File: src/rtl/shm_pkg.sv
// Package for the SHA-256 header midstate unit: widths, round constants,
// initial hash values, SHA-256 bit functions and the controller command type.
// No dependencies.
package shm_pkg;

    localparam int WORD_W    = 32;
    localparam int PART_W    = 64;
    localparam int NUM_PARTS = 10;
    localparam int NUM_OUT   = 6;
    localparam int IN_W      = PART_W * NUM_PARTS;
    localparam int OUT_W     = PART_W * NUM_OUT;
    localparam int ROUNDS    = 64;
    localparam int ROUND_W   = $clog2(ROUNDS);
    localparam int SCHED_LEN = 16;
    localparam int TAIL_W    = 2 * PART_W;

    typedef logic [WORD_W-1:0] t_word;

    localparam t_word K_TABLE [ROUNDS] = '{
        32'h428a2f98, 32'h71374491, 32'hb5c0fbcf, 32'he9b5dba5,
        32'h3956c25b, 32'h59f111f1, 32'h923f82a4, 32'hab1c5ed5,
        32'hd807aa98, 32'h12835b01, 32'h243185be, 32'h550c7dc3,
        32'h72be5d74, 32'h80deb1fe, 32'h9bdc06a7, 32'hc19bf174,
        32'he49b69c1, 32'hefbe4786, 32'h0fc19dc6, 32'h240ca1cc,
        32'h2de92c6f, 32'h4a7484aa, 32'h5cb0a9dc, 32'h76f988da,
        32'h983e5152, 32'ha831c66d, 32'hb00327c8, 32'hbf597fc7,
        32'hc6e00bf3, 32'hd5a79147, 32'h06ca6351, 32'h14292967,
        32'h27b70a85, 32'h2e1b2138, 32'h4d2c6dfc, 32'h53380d13,
        32'h650a7354, 32'h766a0abb, 32'h81c2c92e, 32'h92722c85,
        32'ha2bfe8a1, 32'ha81a664b, 32'hc24b8b70, 32'hc76c51a3,
        32'hd192e819, 32'hd6990624, 32'hf40e3585, 32'h106aa070,
        32'h19a4c116, 32'h1e376c08, 32'h2748774c, 32'h34b0bcb5,
        32'h391c0cb3, 32'h4ed8aa4a, 32'h5b9cca4f, 32'h682e6ff3,
        32'h748f82ee, 32'h78a5636f, 32'h84c87814, 32'h8cc70208,
        32'h90befffa, 32'ha4506ceb, 32'hbef9a3f7, 32'hc67178f2
    };

    localparam t_word INIT_HASH [8] = '{
        32'h6a09e667, 32'hbb67ae85, 32'h3c6ef372, 32'ha54ff53a,
        32'h510e527f, 32'h9b05688c, 32'h1f83d9ab, 32'h5be0cd19
    };

    typedef struct packed {
        logic               load;
        logic               step;
        logic               finish;
        logic [ROUND_W-1:0] round;
    } t_dp_cmd;

    function automatic t_word big_sigma0(input t_word x);
        big_sigma0 = {x[1:0], x[31:2]} ^ {x[12:0], x[31:13]} ^ {x[21:0], x[31:22]};
    endfunction

    function automatic t_word big_sigma1(input t_word x);
        big_sigma1 = {x[5:0], x[31:6]} ^ {x[10:0], x[31:11]} ^ {x[24:0], x[31:25]};
    endfunction

    function automatic t_word small_sigma0(input t_word x);
        small_sigma0 = {x[6:0], x[31:7]} ^ {x[17:0], x[31:18]} ^ {3'b000, x[31:3]};
    endfunction

    function automatic t_word small_sigma1(input t_word x);
        small_sigma1 = {x[16:0], x[31:17]} ^ {x[18:0], x[31:19]} ^ {10'b0, x[31:10]};
    endfunction

endpackage

File: src/rtl/sha256_header_midstate_unit.sv
// SHA-256 header midstate unit: one 80-byte header in, midstate plus tail out.
// Sequence: the input transfer loads the schedule and working variables, then 64 rounds
// run on the single round unit, then one finish add writes the output register once it is free.
// A new header is taken only after the previous one has finished; the next transfer is
// taken while the previous result waits. Reset clears the controller and output valid only.
module sha256_header_midstate_unit (
    input  logic                      i_clk,
    input  logic                      i_rst_n,
    input  logic                      s_axis_tvalid,
    output logic                      s_axis_tready,
    // header_part_0 .. header_part_9, 64 bits each, part 0 in bits 63:0
    input  logic [shm_pkg::IN_W-1:0]  s_axis_tdata,
    output logic                      m_axis_tvalid,
    input  logic                      m_axis_tready,
    // state_ab, state_cd, state_ef, state_gh, tail_first, tail_second, 64 bits each
    output logic [shm_pkg::OUT_W-1:0] m_axis_tdata
);
    import shm_pkg::*;

    t_dp_cmd cmd;

    shm_ctrl u_ctrl (
        .i_clk       (i_clk),
        .i_rst_n     (i_rst_n),
        .i_in_valid  (s_axis_tvalid),
        .o_in_ready  (s_axis_tready),
        .o_out_valid (m_axis_tvalid),
        .i_out_ready (m_axis_tready),
        .o_cmd       (cmd)
    );

    shm_datapath u_datapath (
        .i_clk  (i_clk),
        .i_cmd  (cmd),
        .i_data (s_axis_tdata),
        .o_data (m_axis_tdata)
    );

endmodule

File: src/rtl/shm_ctrl.sv
// Controller for the SHA-256 header midstate unit: sequences load, 64 rounds
// and finish, and owns the input ready and output valid handshake.
// Depends on shm_pkg.
module shm_ctrl (
    input  logic            i_clk,
    input  logic            i_rst_n,
    input  logic            i_in_valid,
    output logic            o_in_ready,
    output logic            o_out_valid,
    input  logic            i_out_ready,
    output shm_pkg::t_dp_cmd o_cmd
);
    import shm_pkg::*;

    localparam logic [1:0] ST_IDLE   = 2'd0;
    localparam logic [1:0] ST_ROUND  = 2'd1;
    localparam logic [1:0] ST_FINISH = 2'd2;

    localparam logic [ROUND_W-1:0] LAST_ROUND = ROUND_W'(ROUNDS - 1);

    logic [1:0]         r_state, n_state;
    logic [ROUND_W-1:0] r_round, n_round;
    logic               r_out_valid, n_out_valid;
    logic               in_xfer;
    logic               out_free;

    assign o_in_ready  = (r_state == ST_IDLE);
    assign o_out_valid = r_out_valid;
    assign in_xfer     = i_in_valid && o_in_ready;
    assign out_free    = !r_out_valid || i_out_ready;

    always_comb begin
        n_state     = r_state;
        n_round     = r_round;
        n_out_valid = r_out_valid;
        o_cmd       = '0;
        o_cmd.round = r_round;
        if (r_out_valid && i_out_ready) begin
            n_out_valid = 1'b0;
        end
        case (r_state)
            ST_IDLE: begin
                if (in_xfer) begin
                    o_cmd.load = 1'b1;
                    n_round    = '0;
                    n_state    = ST_ROUND;
                end
            end
            ST_ROUND: begin
                o_cmd.step = 1'b1;
                n_round    = r_round + 1'b1;
                if (r_round == LAST_ROUND) begin
                    n_state = ST_FINISH;
                end
            end
            ST_FINISH: begin
                // hold the result until the output register can take it
                if (out_free) begin
                    o_cmd.finish = 1'b1;
                    n_out_valid  = 1'b1;
                    n_state      = ST_IDLE;
                end
            end
            default: begin
                n_state = ST_IDLE;
            end
        endcase
    end

    always_ff @(posedge i_clk) begin
        if (!i_rst_n) begin
            r_state     <= ST_IDLE;
            r_round     <= '0;
            r_out_valid <= 1'b0;
        end else begin
            r_state     <= n_state;
            r_round     <= n_round;
            r_out_valid <= n_out_valid;
        end
    end

    a_load_starts_rounds: assert property (@(posedge i_clk) disable iff (!i_rst_n)
        in_xfer |=> (r_state == ST_ROUND) && (r_round == '0))
        else $error("load did not start round zero");

    a_last_round_to_finish: assert property (@(posedge i_clk) disable iff (!i_rst_n)
        (r_state == ST_ROUND) && (r_round == LAST_ROUND) |=> (r_state == ST_FINISH))
        else $error("last round did not lead to finish");

    a_finish_sets_valid: assert property (@(posedge i_clk) disable iff (!i_rst_n)
        o_cmd.finish |=> r_out_valid && (r_state == ST_IDLE))
        else $error("finish did not present a result");

    a_no_overwrite: assert property (@(posedge i_clk) disable iff (!i_rst_n)
        o_cmd.finish |-> (!r_out_valid || i_out_ready))
        else $error("finish overwrote a pending result");

endmodule

File: src/rtl/shm_datapath.sv
// Datapath for the SHA-256 header midstate unit: 16-word schedule window,
// working variables with one compression round per step, and output register.
// Depends on shm_pkg.
module shm_datapath (
    input  logic                      i_clk,
    input  shm_pkg::t_dp_cmd          i_cmd,
    input  logic [shm_pkg::IN_W-1:0]  i_data,
    output logic [shm_pkg::OUT_W-1:0] o_data
);
    import shm_pkg::*;

    t_word              r_w [SCHED_LEN];
    t_word              r_v [8];
    logic [TAIL_W-1:0]  r_tail;
    logic [OUT_W-1:0]   r_out;

    t_word w_next;
    t_word t1;
    t_word t2;
    t_word choose;
    t_word major;

    assign w_next = small_sigma1(r_w[14]) + r_w[9] + small_sigma0(r_w[1]) + r_w[0];
    assign choose = (r_v[4] & r_v[5]) ^ (~r_v[4] & r_v[6]);
    assign major  = (r_v[0] & r_v[1]) ^ (r_v[0] & r_v[2]) ^ (r_v[1] & r_v[2]);
    assign t1     = r_v[7] + big_sigma1(r_v[4]) + choose + K_TABLE[i_cmd.round] + r_w[0];
    assign t2     = big_sigma0(r_v[0]) + major;

    always_ff @(posedge i_clk) begin
        if (i_cmd.load) begin
            for (int p = 0; p < SCHED_LEN / 2; p++) begin
                r_w[2*p]   <= i_data[PART_W*p + WORD_W +: WORD_W];
                r_w[2*p+1] <= i_data[PART_W*p +: WORD_W];
            end
            for (int j = 0; j < 8; j++) begin
                r_v[j] <= INIT_HASH[j];
            end
            r_tail <= i_data[IN_W-1 -: TAIL_W];
        end else if (i_cmd.step) begin
            // advance the schedule window by one word
            for (int j = 0; j < SCHED_LEN - 1; j++) begin
                r_w[j] <= r_w[j+1];
            end
            r_w[SCHED_LEN-1] <= w_next;
            r_v[7] <= r_v[6];
            r_v[6] <= r_v[5];
            r_v[5] <= r_v[4];
            r_v[4] <= r_v[3] + t1;
            r_v[3] <= r_v[2];
            r_v[2] <= r_v[1];
            r_v[1] <= r_v[0];
            r_v[0] <= t1 + t2;
        end
        if (i_cmd.finish) begin
            for (int q = 0; q < 4; q++) begin
                r_out[PART_W*q + WORD_W +: WORD_W] <= r_v[2*q] + INIT_HASH[2*q];
                r_out[PART_W*q +: WORD_W]          <= r_v[2*q+1] + INIT_HASH[2*q+1];
            end
            r_out[OUT_W-1 -: TAIL_W] <= r_tail;
        end
    end

    assign o_data = r_out;

endmodule
File: config.mk
export PLATFORM = sky130hd
export DESIGN_NAME = sha256_header_midstate_unit
export DESIGN_NICKNAME = d
export VERILOG_FILES = /design/src/rtl/shm_pkg.sv /design/src/rtl/sha256_header_midstate_unit.sv /design/src/rtl/shm_ctrl.sv /design/src/rtl/shm_datapath.sv
export SDC_FILE = /design/constraint.sdc
export NUM_CORES = 2
export LEC_CHECK = 0
export BUFFER_PORTS_ARGS = -buffer_cell sky130_fd_sc_hd__buf_2
export CAP_MARGIN = 15
export CORE_ASPECT_RATIO = 0.6
export CORE_UTILIZATION = 39
export CTS_BUF_LIST = sky130_fd_sc_hd__clkbuf_8
export CTS_CLUSTER_SIZE = 28
export DETAILED_ROUTE_END_ITERATION = 12
export PLACE_DENSITY = 0.57
export SYNTH_ARGS = -nofsm -noshare
export SYNTH_HDL_FRONTEND = slang
export SYNTH_HIERARCHICAL = 1
export SYNTH_SLANG_ARGS = --single-unit
export TNS_END_PERCENT = 10
File: constraint.sdc
create_clock -name i_clk -period 44.1 [get_ports i_clk]
set_input_delay 13.23 -clock i_clk [delete_from_list [all_inputs] [get_ports i_clk]]
set_output_delay 13.23 -clock i_clk [all_outputs]
set_load 0.03 [all_outputs]
==> flow_summary.json <==
{
  "boundaryPins": 1030,
  "critPathMaxFanout": 171,
  "hold_viol_final": 0,
  "critPathBufInv": 6,
  "yosysSeqAreaShare_pct": 57.8,
  "dr.pass1.iters": 6,
  "cts_buffers": 203,
  "cts_setup_buffers": 0,
  "grt_usage_pct": 27.6,
  "min_period_over_period_pct": 41.4,
  "cp_cell_sequence": "buf_2 -> or3b_2 -> inv_8 -> or2_4 -> buf_4 -> buf_4 -> buf_12 -> buf_4",
  "fin_hold_ws_ns": 0.380,
  "arrival_ns": 18.76,
  "insertion_delay_ns": 0.94,
  "die_w_um": 537,
  "die-area_sq_mm": 0.173,
  "die_y_um": 323,
  "r2r_end": "u_datapath/r_v[0][30]",
  "place_hpwl_um": 190000,
  "report.final.slew_viol_count": 0,
  "avgSynthCellArea_sq_um": 11.9,
  "nets": 7638,
  "placed_cell_area_sq_mm": 0.0744,
  "grt_pass1_vias": 45300,
  "first_iter_violations": 6334,
  "area_delta_synth_final_pct": 16.9,
  "postRouteAntennaNets": 0,
  "syn_inst": 5623,
  "cp.required_ns": 44.61,
  "rrSetupSlack_ns": 32.60,
  "r2r-start": "u_ctrl/r_round[0]",
  "grt_overflow": 0,
  "portBuffers": 1029,
  "fin_crit_ns": 18.25,
  "grt_max_degree": 213,
  "grt_pass1_wl_um": 337000,
  "crit_family": "buffers and inverters",
  "dp_cells": 8715,
  "fp-row-count": 117,
  "cts-hold-fix-buffers": 0,
  "slew_headroom_pct": 14.2,
  "clock-skew-final_ns": 0.108,
  "drt-wirelength-per-cell_um": 27.0,
  "cts_buffer_depth": 4,
  "crit_path_max_incr_delay_ns": 0.95,
  "syn_area_sq_mm": 0.0669,
  "cts_resized": 0,
  "path_clk_slew_ns": 0.06,
  "htree_num_levels": 4,
  "synth_top_flop_cell": "edfxtp_1",
  "fill_cells": 15900,
  "max_freq_ghz": 0.0548,
  "cts-root-buf": "clkbuf_8",
  "via_count": 48500,
  "setup_tns_ns": 0,
  "gp_congestion": 0.991,
  "ys_seq_elements": 1289,
  "cp_slowest_cell": "buf_4",
  "criticalPathCategory": "input port to flop",
  "grt_antenna_before_repair": 70,
  "finalWirelength_um": 245000,
  "cap_violations": 0,
  "setup_viol": 0,
  "yosysUniqueCellTypes": 75,
  "worst_setup_path_start_kind": "input port",
  "hold_start": "u_datapath/r_tail[72]",
  "yosysWarnings": 6,
  "endpoint_kind": "flop",
  "core_sq_mm": 0.170,
  "hold_end": "u_datapath/o_data[328]",
  "async_flop_share_pct": 0,
  "layout-drive-gt1-share_pct": 23.1,
  "min_path_cells": 0,
  "postLayoutCellArea_sq_mm": 0.0782,
  "hold_path.class": "flop to flop",
  "status": "finished clean",
  "drc": 0,
  "cts.sinks": 1289,
  "initial_core_util_pct": 39.3,
  "viasPerCell": 5.33,
  "synth-edff-count": 1280,
  "finalNonFillerCells": 9094,
  "cp_common_cell": "buf_4",
  "ff2ff_path_depth": 35,
  "syn_nets": 6601,
  "tightest_slew_ns": 1.29,
  "rsz0062_at_grt": "false",
  "cts_tree": "done"
}
[synth_stat cells (7+ instances only)]
master / count / area share, %
dfxtp_1: 9 / 0.27
inv_1: 288 / 1.6
nand4_1: 18 / 0.17
o31ai_1: 18 / 0.20
xnor2_1: 408 / 5.3
or3_1: 19 / 0.18
a211oi_1: 24 / 0.27
mux2i_1: 19 / 0.28
and2_1: 93 / 0.87
a21o_1: 96 / 1.1
or2_2: 8 / 0.075
clkbuf_1: 243 / 1.4
o21ai_0: 181 / 1.4
nand2b_1: 133 / 1.2
o21bai_1: 21 / 0.24
a21boi_0: 12 / 0.13
o211ai_1: 24 / 0.27
nand3_1: 57 / 0.43
nand2_1: 1219 / 6.8
mux4_2: 10 / 0.34
o41ai_1: 9 / 0.12
a21oi_1: 197 / 1.5
o21a_1: 19 / 0.21
a211o_1: 8 / 0.10
nor2b_1: 31 / 0.29
buf_1: 20 / 0.11
xor2_1: 175 / 2.3
nor2_1: 219 / 1.2
mux2_2: 185 / 3.1
nor3_1: 61 / 0.46
a31oi_1: 33 / 0.31
nor4_1: 7 / 0.066
and3_1: 24 / 0.22
fa_1: 187 / 5.6
edfxtp_1: 1280 / 57
ha_1: 147 / 2.8
o311ai_0: 11 / 0.14
[how the worst max path moves through the flow]
| stage | cells after the start | endpoint | startpoint |
|---|---|---|---|
| finish | 8 | u_datapath/r_w[4][25] | s_axis_tvalid |
| global route | 8 | u_datapath/r_w[4][4] | s_axis_tvalid |
| CTS | 8 | u_datapath/r_w[3][48] | s_axis_tvalid |
| detailed placement | 8 | u_datapath/r_w[2][4] | s_axis_tvalid |
| global placement | 8 | u_datapath/r_w[2][36] | s_axis_tvalid |
| floorplan | 2 | u_datapath/o_data[0] | m_axis_tready |
[state kept, by name, indices dropped and copies added, names as in the netlist]
name,count
u_ctrl/o_out_valid,1
u_datapath/r_tail,128
u_datapath/r_v,256
u_datapath/o_data,384
u_ctrl/r_state,2
u_datapath/r_w,512
u_ctrl/r_round,6
[metal layers]
layer	share of wire, %	vias up	wire (um)	GRT usage (%)
li1	-	21600	-	-
met1	47	24100	115000	43.2
met2	40	2393	97300	36.5
met3	11	328	28200	8.49
met4	2.0	24	4830	6.17
met5	0.061	-	149	0
[per-stage QoR]
stage	worst slack, ns	utilization, %
3_3_place_gp	24.96	43.8
3_5_place_dp	24.90	43.8
6_report	25.85	46.0
2_1_floorplan	12.77	-
4_1_cts	25.93	45.9
5_1_grt	25.58	46.0
[layout by cell type (no fill, tap or decap), types with 181 or more instances in the layout]
cell / instances
xnor2_1: 408
nand2_1: 1219
fa_1: 187
o21ai_0: 181
a21oi_1: 197
clkbuf_8: 204
nor2_1: 219
inv_1: 341
edfxtp_1: 1280
buf_2: 1029
mux2_2: 185
[cell type report]
type	instances	area, sq um	area share (%)
clock buffer	204	2810	3.59
antenna	28	70.1	0.0896
sequential	1289	38600	49.4
multi-input combinational	3782	26200	33.5
clock inverter	146	846	1.08
inverter	289	1090	1.40
tap	2261	2830	3.62
timing repair buffer	1095	5700	7.29
[kinds of logic (layout without fill, tap and decap cells)]
logic type,count (synthesis),in the layout,share of synthesized area (%)
muxes,214,214,3.74
DFF,1289,1289,57.8
buffers and inverters,552,1734,3.10
and+or+nand+nor,1915,1915,12.4
xor gates and xnor gates,583,583,7.64
adders and majority gates,338,338,8.41
AOI/OAI and AO/OA,732,732,6.97
other,0,28,0
Power is left out: the tool's default activity adds up to more than one toggle a clock period on the data nets, which glitch-free logic cannot reach.
